===== src/design/assert_macros.svh =====
// ----------------------------------------------------------------------------
// assertion macros
// shared concurrent assertion forms, sampled on clock
// ----------------------------------------------------------------------------
`ifndef ASSERT_MACROS_SVH
`define ASSERT_MACROS_SVH

// checked outside reset
`define UVS_ASSERT(name, prop, msg) \
   name: assert property (@(posedge clock) disable iff (reset) prop) else $error(msg);

// checked at every edge, reset included
`define UVS_ASSERT_ALWAYS(name, prop, msg) \
   name: assert property (@(posedge clock) prop) else $error(msg);

`endif


===== src/design/uvs_pkg.sv =====
// ----------------------------------------------------------------------------
// uvs_pkg
// types, constants and helpers of the uv sphere point generator
// ----------------------------------------------------------------------------
`timescale 1ns / 1ps
`default_nettype none

package uvs_pkg;

   localparam int MAX_DIVISIONS       = 1024;
   localparam int COORD_BITS_DEFAULT  = 16;
   localparam int IDX_BITS            = 11;
   localparam int TEX_BITS            = 17;
   localparam int VTX_BITS            = 21;
   localparam int CSR_INDEX_BITS      = 2;
   localparam int DIV_STEPS           = 33;
   localparam int DIV_NUM_BITS        = IDX_BITS + DIV_STEPS;
   localparam int CORDIC_ITERS        = 28;
   localparam int CORDIC_BITS         = 32;

   localparam logic [CSR_INDEX_BITS-1:0] CSR_STACK_COUNT  = 2'd0;
   localparam logic [CSR_INDEX_BITS-1:0] CSR_SECTOR_COUNT = 2'd1;

   localparam logic [IDX_BITS-1:0] STACK_COUNT_RESET  = 11'd18;
   localparam logic [IDX_BITS-1:0] SECTOR_COUNT_RESET = 11'd36;
   localparam logic [IDX_BITS-1:0] STACK_COUNT_MIN    = 11'd2;
   localparam logic [IDX_BITS-1:0] SECTOR_COUNT_MIN   = 11'd3;

   localparam logic signed [CORDIC_BITS-1:0] CORDIC_X0  = 32'sd652032874;
   localparam logic signed [CORDIC_BITS-1:0] CORDIC_ONE = 32'sd1073741824;

   // divider lanes
   localparam int LANE_TEX_V  = 0;
   localparam int LANE_THETA  = 1;
   localparam int LANE_TEX_U  = 2;
   localparam int LANE_PHI    = 3;
   localparam int DIV_LANES   = 4;

   typedef struct packed {
      logic [IDX_BITS-1:0]  rem;
      logic [DIV_STEPS-1:0] num;
      logic [DIV_STEPS-1:0] quo;
   } div_type;

   typedef struct packed {
      logic                          hold;
      logic [1:0]                    quad;
      logic signed [CORDIC_BITS-1:0] x;
      logic signed [CORDIC_BITS-1:0] y;
      logic signed [CORDIC_BITS-1:0] z;
   } cordic_type;

   typedef struct packed {
      logic                point_valid;
      logic                upper_tri;
      logic                lower_tri;
      logic [VTX_BITS-1:0] top_index;
      logic [VTX_BITS-1:0] bottom_index;
      logic [TEX_BITS-1:0] tex_u;
      logic [TEX_BITS-1:0] tex_v;
   } side_type;

   // arctangent of 2^-i, 2^32 per turn
   function automatic logic signed [CORDIC_BITS-1:0] cordic_atan(input int i);
      logic signed [CORDIC_BITS-1:0] a;
      case (i)
         0:       a = 32'sd536870912;
         1:       a = 32'sd316933406;
         2:       a = 32'sd167458907;
         3:       a = 32'sd85004756;
         4:       a = 32'sd42667331;
         5:       a = 32'sd21354465;
         6:       a = 32'sd10679838;
         7:       a = 32'sd5340245;
         8:       a = 32'sd2670163;
         9:       a = 32'sd1335087;
         10:      a = 32'sd667544;
         11:      a = 32'sd333772;
         12:      a = 32'sd166885;
         13:      a = 32'sd83443;
         14:      a = 32'sd41721;
         15:      a = 32'sd20861;
         16:      a = 32'sd10430;
         17:      a = 32'sd5215;
         18:      a = 32'sd2608;
         19:      a = 32'sd1304;
         20:      a = 32'sd652;
         21:      a = 32'sd326;
         22:      a = 32'sd163;
         23:      a = 32'sd81;
         24:      a = 32'sd41;
         25:      a = 32'sd20;
         26:      a = 32'sd10;
         27:      a = 32'sd5;
         default: a = '0;
      endcase
      return a;
   endfunction

   // floor(((numer << shift) + floor(denom / 2)) / denom), start of long division
   function automatic div_type div_seed(input logic [IDX_BITS-1:0] numer,
                                        input logic [IDX_BITS-1:0] denom,
                                        input int unsigned shift);
      logic [DIV_NUM_BITS-1:0] full;
      div_type                 d;
      full  = ({{DIV_STEPS{1'b0}}, numer} << shift) | {{(DIV_STEPS+1){1'b0}}, denom[IDX_BITS-1:1]};
      d.rem = full[DIV_NUM_BITS-1:DIV_STEPS];
      d.num = full[DIV_STEPS-1:0];
      d.quo = '0;
      return d;
   endfunction

   // quadrant split of a phase, axis angles bypass the rotation
   function automatic cordic_type cordic_seed(input logic [CORDIC_BITS-1:0] phase);
      cordic_type c;
      c.quad = phase[31:30];
      c.hold = (phase[29:0] == 30'd0);
      c.x    = c.hold ? CORDIC_ONE : CORDIC_X0;
      c.y    = '0;
      c.z    = {2'b00, phase[29:0]};
      return c;
   endfunction

endpackage

`default_nettype wire


===== src/design/uvs_div_cell.sv =====
// ----------------------------------------------------------------------------
// uvs_div_cell
// one restoring division step, one quotient bit per cycle while advance is high
// ----------------------------------------------------------------------------
`timescale 1ns / 1ps
`default_nettype none

module uvs_div_cell (
   input  wire                                clock,
   input  wire                                advance,
   input  wire  [uvs_pkg::IDX_BITS-1:0]       divisor,
   input  wire  uvs_pkg::div_type             from_prev,
   output uvs_pkg::div_type                   to_next
);
   import uvs_pkg::*;

   div_type             div_ff;
   div_type             div_in;
   logic [IDX_BITS:0]   trial;
   logic [IDX_BITS:0]   diff;
   logic                fits;

   always_comb begin
      trial      = {from_prev.rem, from_prev.num[DIV_STEPS-1]};
      fits       = (trial >= {1'b0, divisor});
      diff       = trial - {1'b0, divisor};
      div_in.rem = fits ? diff[IDX_BITS-1:0] : trial[IDX_BITS-1:0];
      div_in.num = {from_prev.num[DIV_STEPS-2:0], 1'b0};
      div_in.quo = {from_prev.quo[DIV_STEPS-2:0], fits};
   end

   always_ff @(posedge clock) begin
      if (advance) begin
         div_ff <= div_in;
      end
   end

   assign to_next = div_ff;

endmodule

`default_nettype wire


===== config.mk =====
export PLATFORM = sky130hd
export DESIGN_NAME = uvs_div_cell
export DESIGN_NICKNAME = d
export VERILOG_FILES = /design/src/design/assert_macros.svh /design/src/design/uvs_pkg.sv /design/src/design/uvs_div_cell.sv
export SDC_FILE = /design/constraint.sdc
export NUM_CORES = 1
export LEC_CHECK = 0
export ABC_AREA = 1
export BUFFER_PORTS_ARGS = -buffer_cell sky130_fd_sc_hd__buf_2
export CORE_ASPECT_RATIO = 0.8
export CORE_MARGIN = 3
export CORE_UTILIZATION = 40
export CTS_CLUSTER_SIZE = 8
export DETAILED_ROUTE_END_ITERATION = 10
export HOLD_SLACK_MARGIN = 0.15
export PLACE_DENSITY = 0.76
export SYNTH_ARGS = -nofsm -noshare
export SYNTH_HDL_FRONTEND = slang
export SYNTH_SLANG_ARGS = --single-unit

===== constraint.sdc =====
create_clock -name clock -period 1.7 [get_ports clock]
set_input_delay 0.255 -clock clock [delete_from_list [all_inputs] [get_ports clock]]
set_output_delay 0.255 -clock clock [all_outputs]
set_load 0.03 [all_outputs]

# Word-level counts from Yosys, hierarchy flattened
# Cells that the tools add are included.
totals:
  register_bits: 76
  latch_bits: 0
  ram_bits: 0
  romBits: 0
  input_bits: 90
  out_inout_bits: 77
  wordCells: 6
  mem_count: 0
op_classes:
  n_addsub: 1
  multipliers: 0
  n_div: 0
  order_cmp: 1
  eq_ne: 0
  shifts: 0
  mux: 1
  n_bitwise: 0
  n_reduce_logical: 0
ops:
  columns: ["cell", "n"]
  rows:
  - ["$ge A12 B11 Y1", 1]
  - ["$mux W11", 1]
  - ["$sub A11 B11 Y11", 1]

# Depth between registers and ports, before layout
depth:
  depth_word: 2
  mapped_depth: 11
  ltp_nobuf: 11

# Worst setup path after synthesis
# No wires, ideal clock.
synth_path:
  kind: "input to register"
  from: "input from_prev[65] (netlist name)"
  to: "register div_ff (netlist bit to_next[68]) (data pin)"
  setup_ns: 0.254
  arrival_ns: 1.507
  t_required_ns: 1.446
  path_slack_ns: -0.061
  stages: 10
  n_path_buf: 1
  path_cell_list: "inv_1 ha_1 fa_1 inv_1 nand3_1 nand3_2 nand2_4 nand4_4 buf_12 o21ai_2"
synth_lines:
  columns: ["item", "line", "rtl"]
  rows:
  - ["start, declared", "uvs_div_cell.sv:12", "input wire uvs_pkg::div_type from_prev,"]
  - ["end signal, assigned", "uvs_div_cell.sv:34", "div_ff <= div_in;"]
  - ["end, declared", "uvs_div_cell.sv:17", "div_type div_ff;"]

==> results.md <==
- Result of the run: completed
- Total CTS buffers: 9
- First-pass GRT wire length: 14,200 µm
- Number of optimization iterations in the first detailed-route pass: 4
- Cells on Worst Hold Path: 3
- Power Internal: 3.39 mW
- CP Data Arrival Time: 1.71 ns
- Final weighted congestion in routability-driven placement: between 0.8 and 0.9
- Die Area: between 9000 and 10,000 µm²
- Number of antenna repair diodes: 0
- Mean instance size in the synthesized netlist: about 13 µm²
- Wire per inst: between 15 and 20 µm
- Wire length on met3: 743 µm
- Die width: approximately 110 µm
- Detail Route met2 WL: between 5000 and 6000 µm
- Site row count: 28
- Static leakage: between 2 and 2.5 nW
- Most frequent cell on the critical path: nand2_1
- Total power divided by cell area: a little over 900 nW/µm²
- Proportion of power drawn by combinational gates: 0.249
- Number of sinks handled by clock tree synthesis: 76
- Portion of the post-synthesis area used by sequential elements: 0.701
- Setup TNS Final: 0 ns
- Net switching power figure: ~1.4 mW
- Final net count: between 600 and 700
- Residual DRC: 0
- Max stage delay on crit path: around 0.36 ns
- Main combinational cell family by area after synthesis: simple AND/OR/NAND/NOR gates
- Register bit total from synthesis: 76
- Final worst-path cycle share: 0.950
- Number of I/O pins: between 150 and 200
- Syn. warnings: 0
- CTS H-Tree Depth: 3
- Setup-failing EPs final: 0
- Maxcap violations: 0
- Worst min-delay path category: input pin to flip-flop
- Post-Syn Area: around 3300 µm²
- Topmost layer with routed signal wires: met4
- Root cell of the clock tree: clkbuf_8
- Clock power share: 0.273
- Synthesis-to-finish area growth: 62.5%
- Number of vias per cell after detailed routing: roughly 4.6
- Synthesized-area fraction occupied by ao, oa, aoi and oai cells: 0.0184
- Hold violation total from the final report: 0
- Height of the die: 86.7 µm
- Nature of the critical path startpoint: input pin
- Total number of vias: around 2,800
- Post-placement cell area: roughly 4400 µm²
- Total count of max-transition violations in the final report: 0
- Mux cell area share after synthesis: 0
- DRT antenna net count: 0
- Sw Share: 0.293
- Routed metal-1 wirelength: approximately 3400 µm
- Share of post-route cells with drive strength above 1: 0.462
- Number of global-route vias before repair: roughly 2,900
- Clock Tree Buf Depth: 2
- Worst path cell trace: buf_2 -> inv_1 -> ha_1 -> nand2_1 -> nand2_1 -> a21oi_2 -> nand4_2 -> nand3_2 -> nand2_1
- Worst-path clk slew: ~0.07 ns
- Critical-path top delay cell: nand4_2
- Non-filler instance count after layout: just over 600
- Number of antenna violations at the first check in global routing: 0
- Post-route design area: around 5300 µm²
- Worst hold start: from_prev[71]
- Max reg flops: 76
- Total gr overflow: 0
- RSZ-0062 raised after global routing: false
- Category of the worst setup path capture point: flip-flop
- Worst hold endpoint: to_next[72]$_DFFE_PP_
- Critical Path RT: approximately 1.8 ns
- HPWL after DPL: between 6000 and 7000 µm
- CTS tree: done
- Post-detailed-routing wire length: ~9300 µm
- Unique masters post-synth: 29
- Cell count after synthesis: between 200 and 250
- Utilization after layout: 0.692
- Initial DRC count: 103
- Post-Place Cells: ~540
- Total core area: around 7600 µm²
- Time the final worst path needs with I/O delays and setup: 1.61 ns
- Maximum vdd ir drop: ~0.43 mV
- Worst-path maximum fanout: 8
- Basic-gate share of the synthesized area counting and, or, nand and nor cells: 0.170
- Starting Density: 0.426
- GRT Total Usage: 0.201
- Net count of the mapped netlist: about 350
- Pin count of the biggest net entering global routing: 28
- Crit path kind: input pin to flip-flop
- Parity-gate share of the synthesized area counting xor and xnor cells: 0.00807
- Buffers on Ports: about 160
- Fraction of the mapped netlist area in adder cells: 0.0484
- Relative contribution of sequential cells to total power: 0.479
- Achievable Freq: slightly above 600 MHz
- Hold Worst Slack: around 0.26 ns
==> repair_timing <==
action,CTS,global route
hold buffers,64,0
endpoints found under the hold margin,64,0
setup buffers,0,0
resized for setup,0,0
endpoints found under the setup margin,0,1
==> synth_stat cells, drive strengths merged <==
| cell type | n | area share |
|---|---|---|
| xnor2 | 1 | 0.0027 |
| o21ai | 5 | 0.011 |
| xor2 | 2 | 0.0054 |
| a21oi | 4 | 0.0073 |
| conb | 1 | 0.0012 |
| nand4 | 10 | 0.024 |
| fa | 1 | 0.0061 |
| or2 | 1 | 0.0019 |
| edfxtp | 76 | 0.70 |
| inv | 37 | 0.043 |
| nand3 | 15 | 0.038 |
| nand3b | 4 | 0.0092 |
| ha | 11 | 0.042 |
| nor2 | 11 | 0.020 |
| nand2 | 60 | 0.075 |
| and2 | 1 | 0.0019 |
| buf | 3 | 0.010 |
==> power by group through the flow <==
| stage | clock network (mW) | registers (mW) | logic (mW) |
|---|---|---|---|
| finish | 1.31 | 2.30 | 1.19 |
| global route | 1.43 | 2.31 | 1.28 |
| CTS | 1.36 | 2.29 | 1.19 |
| detailed placement | 0 | 2.33 | 1.07 |
| global placement | 0 | 2.33 | 1.05 |
| floorplan | 0 | 2.68 | 0.294 |
==> metrics by stage <==
step                worst slack [ns]  power (mW)
finish                        0.0854        4.80
floorplan                    0.00703        2.98
global placement              -0.193        3.37
CTS                            0.105        4.84
global route                  0.0118        5.03
detailed placement            -0.269        3.40
==> worst max-delay path, delay by kind of cell <==
kind | cells | cell delay, ns
AOI/OAI and AO/OA | 1 | 0.28
adders and majority gates | 1 | 0.34
buffers and inverters | 2 | 0.10
and+or+nand+nor | 5 | 0.73
==> cells by family after synthesis <==
family,after synthesis
AND/OR/NAND/NOR,102
flip-flops,76
buffers and inverters,40
adder cells (fa/ha/maj),12
AO/OA/AOI/OAI,9
XOR/XNOR,3
other,1
==> worst max-delay path by stage <==
stage,start,end,slack [ns]
6_report,divisor[9],to_next[73]$_DFFE_PP_,0.09
5_1_grt,divisor[7],to_next[73]$_DFFE_PP_,0.01
3_5_place_dp,divisor[7],to_next[69]$_DFFE_PP_,-0.27
2_1_floorplan,from_prev[65],to_next[68]$_DFFE_PP_,0.007
3_3_place_gp,divisor[7],to_next[69]$_DFFE_PP_,-0.19
4_1_cts,divisor[7],to_next[69]$_DFFE_PP_,0.10
==> final cells by class <==
cell class / instances / area, µm²
flip-flops and latches: 76 / 2280
fillers: 562 / 2350
inverters: 37 / 139
well taps: 105 / 131
repair buffers: 257 / 1710
multi-input cells: 128 / 842
clock inverters: 6 / 63.8
clock buffers: 9 / 124
==> layer usage <==
metal  vias to the layer above  global-route usage
met5                         -                   0
met4                         0              0.0476
met3                         9              0.0700
met2                       113               0.386
met1                      1331               0.212
li1                       1368                   -
==> layout by cell type (no fill, tap or decap), types with 3 or more instances in the layout <==
cell,count
a21oi_1,3
buf_2,163
buf_4,28
clkbuf_8,9
dlygate4sd3_1,64
edfxtp_1,76
ha_1,10
inv_1,34
inv_2,3
nand2_1,54
nand2_2,5
nand3_1,6
nand3_2,7
nand3b_1,4
nand4_1,9
nor2_1,7
nor2_4,3
o21ai_2,3
No activity file was read; power rests on OpenSTA's default activity.
