**src/design/assert_macros.svh**
```systemverilog
// ----------------------------------------------------------------------------
// assertion macros
// shared concurrent assertion forms, sampled on clock
// ----------------------------------------------------------------------------
`ifndef ASSERT_MACROS_SVH
`define ASSERT_MACROS_SVH

// checked outside reset
`define UVS_ASSERT(name, prop, msg) \
   name: assert property (@(posedge clock) disable iff (reset) prop) else $error(msg);

// checked at every edge, reset included
`define UVS_ASSERT_ALWAYS(name, prop, msg) \
   name: assert property (@(posedge clock) prop) else $error(msg);

`endif

```
**src/design/uvs_pkg.sv**
```systemverilog
// ----------------------------------------------------------------------------
// uvs_pkg
// types, constants and helpers of the uv sphere point generator
// ----------------------------------------------------------------------------
`timescale 1ns / 1ps
`default_nettype none

package uvs_pkg;

   localparam int MAX_DIVISIONS       = 1024;
   localparam int COORD_BITS_DEFAULT  = 16;
   localparam int IDX_BITS            = 11;
   localparam int TEX_BITS            = 17;
   localparam int VTX_BITS            = 21;
   localparam int CSR_INDEX_BITS      = 2;
   localparam int DIV_STEPS           = 33;
   localparam int DIV_NUM_BITS        = IDX_BITS + DIV_STEPS;
   localparam int CORDIC_ITERS        = 28;
   localparam int CORDIC_BITS         = 32;

   localparam logic [CSR_INDEX_BITS-1:0] CSR_STACK_COUNT  = 2'd0;
   localparam logic [CSR_INDEX_BITS-1:0] CSR_SECTOR_COUNT = 2'd1;

   localparam logic [IDX_BITS-1:0] STACK_COUNT_RESET  = 11'd18;
   localparam logic [IDX_BITS-1:0] SECTOR_COUNT_RESET = 11'd36;
   localparam logic [IDX_BITS-1:0] STACK_COUNT_MIN    = 11'd2;
   localparam logic [IDX_BITS-1:0] SECTOR_COUNT_MIN   = 11'd3;

   localparam logic signed [CORDIC_BITS-1:0] CORDIC_X0  = 32'sd652032874;
   localparam logic signed [CORDIC_BITS-1:0] CORDIC_ONE = 32'sd1073741824;

   // divider lanes
   localparam int LANE_TEX_V  = 0;
   localparam int LANE_THETA  = 1;
   localparam int LANE_TEX_U  = 2;
   localparam int LANE_PHI    = 3;
   localparam int DIV_LANES   = 4;

   typedef struct packed {
      logic [IDX_BITS-1:0]  rem;
      logic [DIV_STEPS-1:0] num;
      logic [DIV_STEPS-1:0] quo;
   } div_type;

   typedef struct packed {
      logic                          hold;
      logic [1:0]                    quad;
      logic signed [CORDIC_BITS-1:0] x;
      logic signed [CORDIC_BITS-1:0] y;
      logic signed [CORDIC_BITS-1:0] z;
   } cordic_type;

   typedef struct packed {
      logic                point_valid;
      logic                upper_tri;
      logic                lower_tri;
      logic [VTX_BITS-1:0] top_index;
      logic [VTX_BITS-1:0] bottom_index;
      logic [TEX_BITS-1:0] tex_u;
      logic [TEX_BITS-1:0] tex_v;
   } side_type;

   // arctangent of 2^-i, 2^32 per turn
   function automatic logic signed [CORDIC_BITS-1:0] cordic_atan(input int i);
      logic signed [CORDIC_BITS-1:0] a;
      case (i)
         0:       a = 32'sd536870912;
         1:       a = 32'sd316933406;
         2:       a = 32'sd167458907;
         3:       a = 32'sd85004756;
         4:       a = 32'sd42667331;
         5:       a = 32'sd21354465;
         6:       a = 32'sd10679838;
         7:       a = 32'sd5340245;
         8:       a = 32'sd2670163;
         9:       a = 32'sd1335087;
         10:      a = 32'sd667544;
         11:      a = 32'sd333772;
         12:      a = 32'sd166885;
         13:      a = 32'sd83443;
         14:      a = 32'sd41721;
         15:      a = 32'sd20861;
         16:      a = 32'sd10430;
         17:      a = 32'sd5215;
         18:      a = 32'sd2608;
         19:      a = 32'sd1304;
         20:      a = 32'sd652;
         21:      a = 32'sd326;
         22:      a = 32'sd163;
         23:      a = 32'sd81;
         24:      a = 32'sd41;
         25:      a = 32'sd20;
         26:      a = 32'sd10;
         27:      a = 32'sd5;
         default: a = '0;
      endcase
      return a;
   endfunction

   // floor(((numer << shift) + floor(denom / 2)) / denom), start of long division
   function automatic div_type div_seed(input logic [IDX_BITS-1:0] numer,
                                        input logic [IDX_BITS-1:0] denom,
                                        input int unsigned shift);
      logic [DIV_NUM_BITS-1:0] full;
      div_type                 d;
      full  = ({{DIV_STEPS{1'b0}}, numer} << shift) | {{(DIV_STEPS+1){1'b0}}, denom[IDX_BITS-1:1]};
      d.rem = full[DIV_NUM_BITS-1:DIV_STEPS];
      d.num = full[DIV_STEPS-1:0];
      d.quo = '0;
      return d;
   endfunction

   // quadrant split of a phase, axis angles bypass the rotation
   function automatic cordic_type cordic_seed(input logic [CORDIC_BITS-1:0] phase);
      cordic_type c;
      c.quad = phase[31:30];
      c.hold = (phase[29:0] == 30'd0);
      c.x    = c.hold ? CORDIC_ONE : CORDIC_X0;
      c.y    = '0;
      c.z    = {2'b00, phase[29:0]};
      return c;
   endfunction

endpackage

`default_nettype wire

```
**src/design/uvs_cordic_cell.sv**
```systemverilog
// ----------------------------------------------------------------------------
// uvs_cordic_cell
// one rotation-mode cordic iteration with a fixed shift
// ----------------------------------------------------------------------------
`timescale 1ns / 1ps
`default_nettype none

module uvs_cordic_cell #(
   parameter int ITER = 0
) (
   input  wire                        clock,
   input  wire                        advance,
   input  wire  uvs_pkg::cordic_type  from_prev,
   output uvs_pkg::cordic_type        to_next
);
   import uvs_pkg::*;

   localparam logic signed [CORDIC_BITS-1:0] ANGLE = cordic_atan(ITER);

   cordic_type                    cor_ff;
   cordic_type                    cor_in;
   logic signed [CORDIC_BITS-1:0] dx;
   logic signed [CORDIC_BITS-1:0] dy;

   always_comb begin
      dx     = from_prev.y >>> ITER;
      dy     = from_prev.x >>> ITER;
      cor_in = from_prev;
      if (!from_prev.hold) begin
         if (!from_prev.z[CORDIC_BITS-1]) begin
            cor_in.x = from_prev.x - dx;
            cor_in.y = from_prev.y + dy;
            cor_in.z = from_prev.z - ANGLE;
         end else begin
            cor_in.x = from_prev.x + dx;
            cor_in.y = from_prev.y - dy;
            cor_in.z = from_prev.z + ANGLE;
         end
      end
   end

   always_ff @(posedge clock) begin
      if (advance) begin
         cor_ff <= cor_in;
      end
   end

   assign to_next = cor_ff;

endmodule

`default_nettype wire

```
**config.mk**
```make
export PLATFORM = sky130hd
export DESIGN_NAME = uvs_cordic_cell
export DESIGN_NICKNAME = d
export VERILOG_FILES = /design/src/design/assert_macros.svh /design/src/design/uvs_pkg.sv /design/src/design/uvs_cordic_cell.sv
export SDC_FILE = /design/constraint.sdc
export NUM_CORES = 1
export LEC_CHECK = 0
export BUFFER_PORTS_ARGS = -buffer_cell sky130_fd_sc_hd__buf_2
export CORE_MARGIN = 5
export CORE_UTILIZATION = 40
export DETAILED_ROUTE_END_ITERATION = 16
export SETUP_SLACK_MARGIN = 0.1
export SYNTH_ARGS = -nofsm -noshare
export SYNTH_HDL_FRONTEND = slang
export SYNTH_SLANG_ARGS = --single-unit
```
**constraint.sdc**
```tcl
create_clock -name clock -period 8.61 [get_ports clock]
set_input_delay 1.2915 -clock clock [delete_from_list [all_inputs] [get_ports clock]]
set_output_delay 1.2915 -clock clock [all_outputs]
set_load 0.02 [all_outputs]
```
* Word-level counts from Yosys, hierarchy flattened *
Cells that the tools add are included.

word-level totals
  register bits after elaboration = 99
  input bits = 101
  logic and storage cells = 12

cells by class
  add/sub/neg operators = 5
  muxes and demuxes = 2

operators by type and width
  cell                    count
  $mux 96                 2
  $sub 32x32->32          2
  $add 32x31->32 const B  1
  $add 32x32->32          1
  $sub 32x31->32 const B  1

* Logic depth before layout (Yosys ltp) *
  word-level depth = 3
  mapped depth = 13

* Worst setup path before layout *
No wires, ideal clock.

  path type = input to register
  from = input port from_prev[32] (netlist bit)
  to = register cor_ff (netlist bit to_next[82]) (data pin)
  data arrival time = 3608 ps
  required time = 8349 ps
  path slack = 4741 ps
  stages on the path = 11
  path buffers = 0
  path through = ha_1 > fa_1 > nand2b_1 > a2111oi_2 > o31a_1 > a31oi_2 > nor3_1 > or4_1 > xor2_1 > nor2_1 > a221o_1

RTL lines
  element               line                   RTL
  from (decl)           uvs_cordic_cell.sv:13  input wire uvs_pkg::cordic_type from_prev,
  to (signal assigned)  uvs_cordic_cell.sv:44  cor_ff <= cor_in;
  to (decl)             uvs_cordic_cell.sv:20  cordic_type cor_ff;

==> impl_summary.md <==
Worst setup path
Tracing the worst setup path back leads to its startpoint at from_prev[46]. The kind of start point of the critical path is an input pin. Along the worst path, the maximum fanout reaches 13.

STA puts the critical path data arrival time at around 4700 ps. The most critical setup path has its endpoint at to_next[56]. The signal on the critical path passes through buf_2 -> inv_1 -> ha_1 -> inv_1 -> a21oi_1 -> nor4bb_1 -> o21ai_1 -> a211oi_1 -> o311ai_1 -> a32oi_1 -> xnor2_1 -> mux2i_1. For the worst setup path, the data required time is 8700 ps. The largest single stage delay on the critical path is between 500 and 600 ps. The worst setup path is of the in -> reg kind.

The largest individual stage delay along the critical path comes from the cell sky130_fd_sc_hd__ha_1. The most repeated library cell on the critical path is sky130_fd_sc_hd__inv_1. The endpoint type of the worst setup path is a flop.

Clock network
The clock passes through at most 2 buffers. The CTS tree is built. The level count of the clock H-tree is 3. The clock-pin slew of the registers on the worst-case setup and hold paths is around 80 ps. The number of sinks driven by the clock tree is 99.

The number of hold buffers added after CTS was 0. The post-cts repair resize count is 0. The count of buffers added by post-CTS timing repair for setup is 0.

The number of clock buffers added by TritonCTS is 9. The master cell of the clock root buffer is sky130_fd_sc_hd__clkbuf_16.

Synthesis
The basic-gate share of the synthesized area counting and, or, nand and nor cells is between 10% and 20%. The number of enable-type register cells in the synthesized netlist is between 90 and 100. The flip-flop and latch count after synthesis is 99. The count of cell types in the netlist is 76. The share of synthesized flip-flops with an asynchronous set or reset is 0%. The share of the synthesized area in compound gates (AO/OA/AOI/OAI) is between 20% and 30%. Counting every net in the synthesized netlist gives around 1300. The average footprint of a synthesized cell is roughly 8.6 um2. Sequential elements use 31.5% of the synthesized area. The cell area that synthesis handed to floorplanning was 0.00944 mm2. The dominant combinational cell family by area after synthesis is compound AO/OA/AOI/OAI gates. After technology mapping, the gate count stands at about 1100. The adder-cell area share of the yosys netlist is approximately an eighth. The warning count from the yosys run is 0.

In the synthesized netlist, mux cells make up about 2.8% of the area. The flip-flop cell with the highest count after synthesis is sky130_fd_sc_hd__edfxtp_1. Summing the areas of all xor and xnor instances in the mapped netlist gives 4.73% of the synthesized area.

STA
Setup repair after global routing left no endpoint under its margin. The measured slew at the worst slew-check pin is 828 ps. The post-route setup TNS is 0 ps. Subtracting the final worst setup slack from the clock period gives 4640 ps. The portion of the clock cycle consumed by the worst path in the final layout is 53.8%. Setup violations remaining at the end of the flow were counted as 0. The highest clock frequency the design can meet is 216 MHz. The total count of max-transition violations in the final report was 0.

The worst slew margin relative to its limit is between 40% and 50%. The final number of hold-violating endpoints is 0.

Pwr
For this design the static power due to leakage is 4.85 nW. The power density normalized to cell area is about 150 mW/mm2. Across the VDD grid, the largest voltage drop is a little under 0.08 mV.

Finish
The flip-flop count of the largest register, all copies and words added is between 90 and 100. The post-layout net count is between 1000 and 1500. The number of antenna diodes in the final layout is 0. The finished layout holds roughly 1600 standard cells, fillers aside.

The fraction of layout instances using a drive strength above 1 is between 20% and 30%. The area growth from synthesis to layout is 16.0%.

Hold path
The worst hold path belongs to the class in -> reg. In this run the most critical hold path is launched from from_prev[1].

GRT
Entering global routing, the biggest net connects 74 pins. The wire length of the first global-routing pass is between 40 and 50 mm. The routing usage on met1 is about 30%. The met2 track demand over resource in global routing is a little over a third.

The met3 global-route usage is under 10%. The initial antenna violation count is 0. The global route total overflow is 0. In this run the most used layer during global routing was met2. Across every metal layer, demand over resource in global routing totals between 20% and 30%.

The number of global-route vias before repair is 8359.

Placement
The half-perimeter wire length after detailed placement is ~22 mm. The final estimated routing congestion in global placement is just over 0.9. The total placed cells including tap cells is 1568. In this run the tool buffered the top-level ports with a little under 200 buffer cells.

Drt
The ratio of routed vias to standard cells is 5.51. For this block, the via count after detailed routing is 8728. The final layout contains routed wiring with a total length of 29.5 mm. After detailed routing, the average wire length per cell comes to ~19 um. In this run the remaining antenna-violating nets after routing total 0. The final routed DRC violation total is 0.

The violation count after the first detailed-route iteration is a little under 800. The number of search-and-repair iterations in the first detailed-routing pass is 5.

Run status
The run finished with clean final reports.

Die
The placeable core area is approximately 0.023 mm2. Once the floorplan was initialized, standard cells occupied 40.4% of the core. From bottom edge to top edge, the die measures around 160 um. The die is 164 um wide. The area enclosed by the die boundary is 0.0268 mm2. The floorplan has 56 rows.

The I/O pin count is 200.

Job
Max-cap violations in this run came to 0.
## logic make-up (layout without fill, tap and decap cells)
kind of cell	Yosys count	in the layout
AND/OR/NAND/NOR	289	289
XOR/XNOR	51	51
adder cells (fa/ha/maj)	98	98
multiplexers	26	26
AO/OA/AOI/OAI	377	377
buffers and inverters	158	325
flip-flops	99	99
## power by group
group	internal (mW)	total, mW	switching, mW
combinational	0.226	0.632	0.406
sequential	0.597	0.609	0.0124
clock	0.208	0.431	0.223
## cells in the mapped netlist, types with 13 or more instances
master                     count  share of area (%)
sky130_fd_sc_hd__o211ai_1     13                1.0
sky130_fd_sc_hd__nand3_1      15               0.80
sky130_fd_sc_hd__mux2i_1      23                2.4
sky130_fd_sc_hd__inv_1       102                4.1
sky130_fd_sc_hd__o21bai_1     17                1.4
sky130_fd_sc_hd__nor3_1       16               0.85
sky130_fd_sc_hd__o21a_1       13                1.0
sky130_fd_sc_hd__ha_1         94                 12
sky130_fd_sc_hd__nand2_1      78                3.1
sky130_fd_sc_hd__o21ai_0      96                5.1
sky130_fd_sc_hd__nor2b_1      13               0.86
sky130_fd_sc_hd__xnor2_1      39                3.6
sky130_fd_sc_hd__edfxtp_1     99                 31
sky130_fd_sc_hd__a21o_1       26                2.1
sky130_fd_sc_hd__a21oi_1     110                5.8
sky130_fd_sc_hd__clkbuf_1     34                1.4
sky130_fd_sc_hd__nor2_1       87                3.5
## per-stage QoR
| stage | power (mW) | hold WS, ps | setup slack (ps) | instance area [um2] | utilization, % |
|---|---|---|---|---|---|
| after global routing | 1.77 | 1090 | 3880 | 11000 | 46.9 |
| after global placement | 1.25 | 1470 | 3790 | 10600 | 45.6 |
| after floorplan | 1.05 | 1390 | 4740 | 9440 | - |
| after detailed placement | 1.25 | 1470 | 3780 | 10600 | 45.6 |
| after CTS | 1.69 | 1090 | 4150 | 11000 | 46.9 |
| final | 1.67 | 1100 | 3970 | 11000 | 46.9 |
## worst min-delay path by stage
stage | endpoint | slack, ps | depth (start not counted)
global placement | to_next[17] | 1470 | 1
detailed placement | to_next[7] | 1470 | 1
floorplan | to_next[0] | 1390 | 0
global route | to_next[8] | 1090 | 1
finish | to_next[1] | 1100 | 1
CTS | to_next[96] | 1090 | 1
## routing by layer
layer | share of wire [%] | vias up
met4 | 2.0 | 0
met3 | 6.9 | 37
met2 | 46 | 332
met5 | 0 | -
met1 | 45 | 4085
li1 | - | 4274
## worst max-delay path: cells and delay by family
family,cells,cell delay [ps]
buffers and inverters,3,360
AO/OA/AOI/OAI,5,1810
adder cells (fa/ha/maj),1,560
AND/OR/NAND/NOR,1,430
multiplexers,1,100
XOR/XNOR,1,160
## placed cells by master, fill, tap and decap left out, types with 11 or more instances in the layout
master / Yosys / routed
sky130_fd_sc_hd__nor3_1: 16 / 16
sky130_fd_sc_hd__edfxtp_1: 99 / 99
sky130_fd_sc_hd__nand2_1: 78 / 78
sky130_fd_sc_hd__inv_1: 102 / 100
sky130_fd_sc_hd__xnor2_1: 39 / 39
sky130_fd_sc_hd__o21a_1: 13 / 13
sky130_fd_sc_hd__a21o_1: 26 / 26
sky130_fd_sc_hd__mux2i_1: 23 / 23
sky130_fd_sc_hd__a31oi_1: 11 / 11
sky130_fd_sc_hd__o21bai_1: 17 / 17
sky130_fd_sc_hd__a21oi_1: 110 / 110
sky130_fd_sc_hd__o21ai_0: 96 / 96
sky130_fd_sc_hd__nor2b_1: 13 / 13
sky130_fd_sc_hd__o211ai_1: 13 / 13
sky130_fd_sc_hd__ha_1: 94 / 94
sky130_fd_sc_hd__nor2_1: 87 / 87
sky130_fd_sc_hd__nand3_1: 15 / 15
sky130_fd_sc_hd__or2_2: 11 / 11
sky130_fd_sc_hd__a211oi_1: 12 / 12
sky130_fd_sc_hd__buf_2: 11 / 198
sky130_fd_sc_hd__xor2_1: 12 / 12
## layout make-up
cell class | count | area [um2]
Clock buffer | 9 | 225
Fill cell | 2335 | 12400
Timing Repair Buffer | 206 | 1050
Clock inverter | 7 | 80.1
Sequential cell | 99 | 2970
Multi-Input combinational cell | 841 | 5840
Tap cell | 319 | 399
Inverter | 103 | 387
Power figures use the tool's default switching activity.
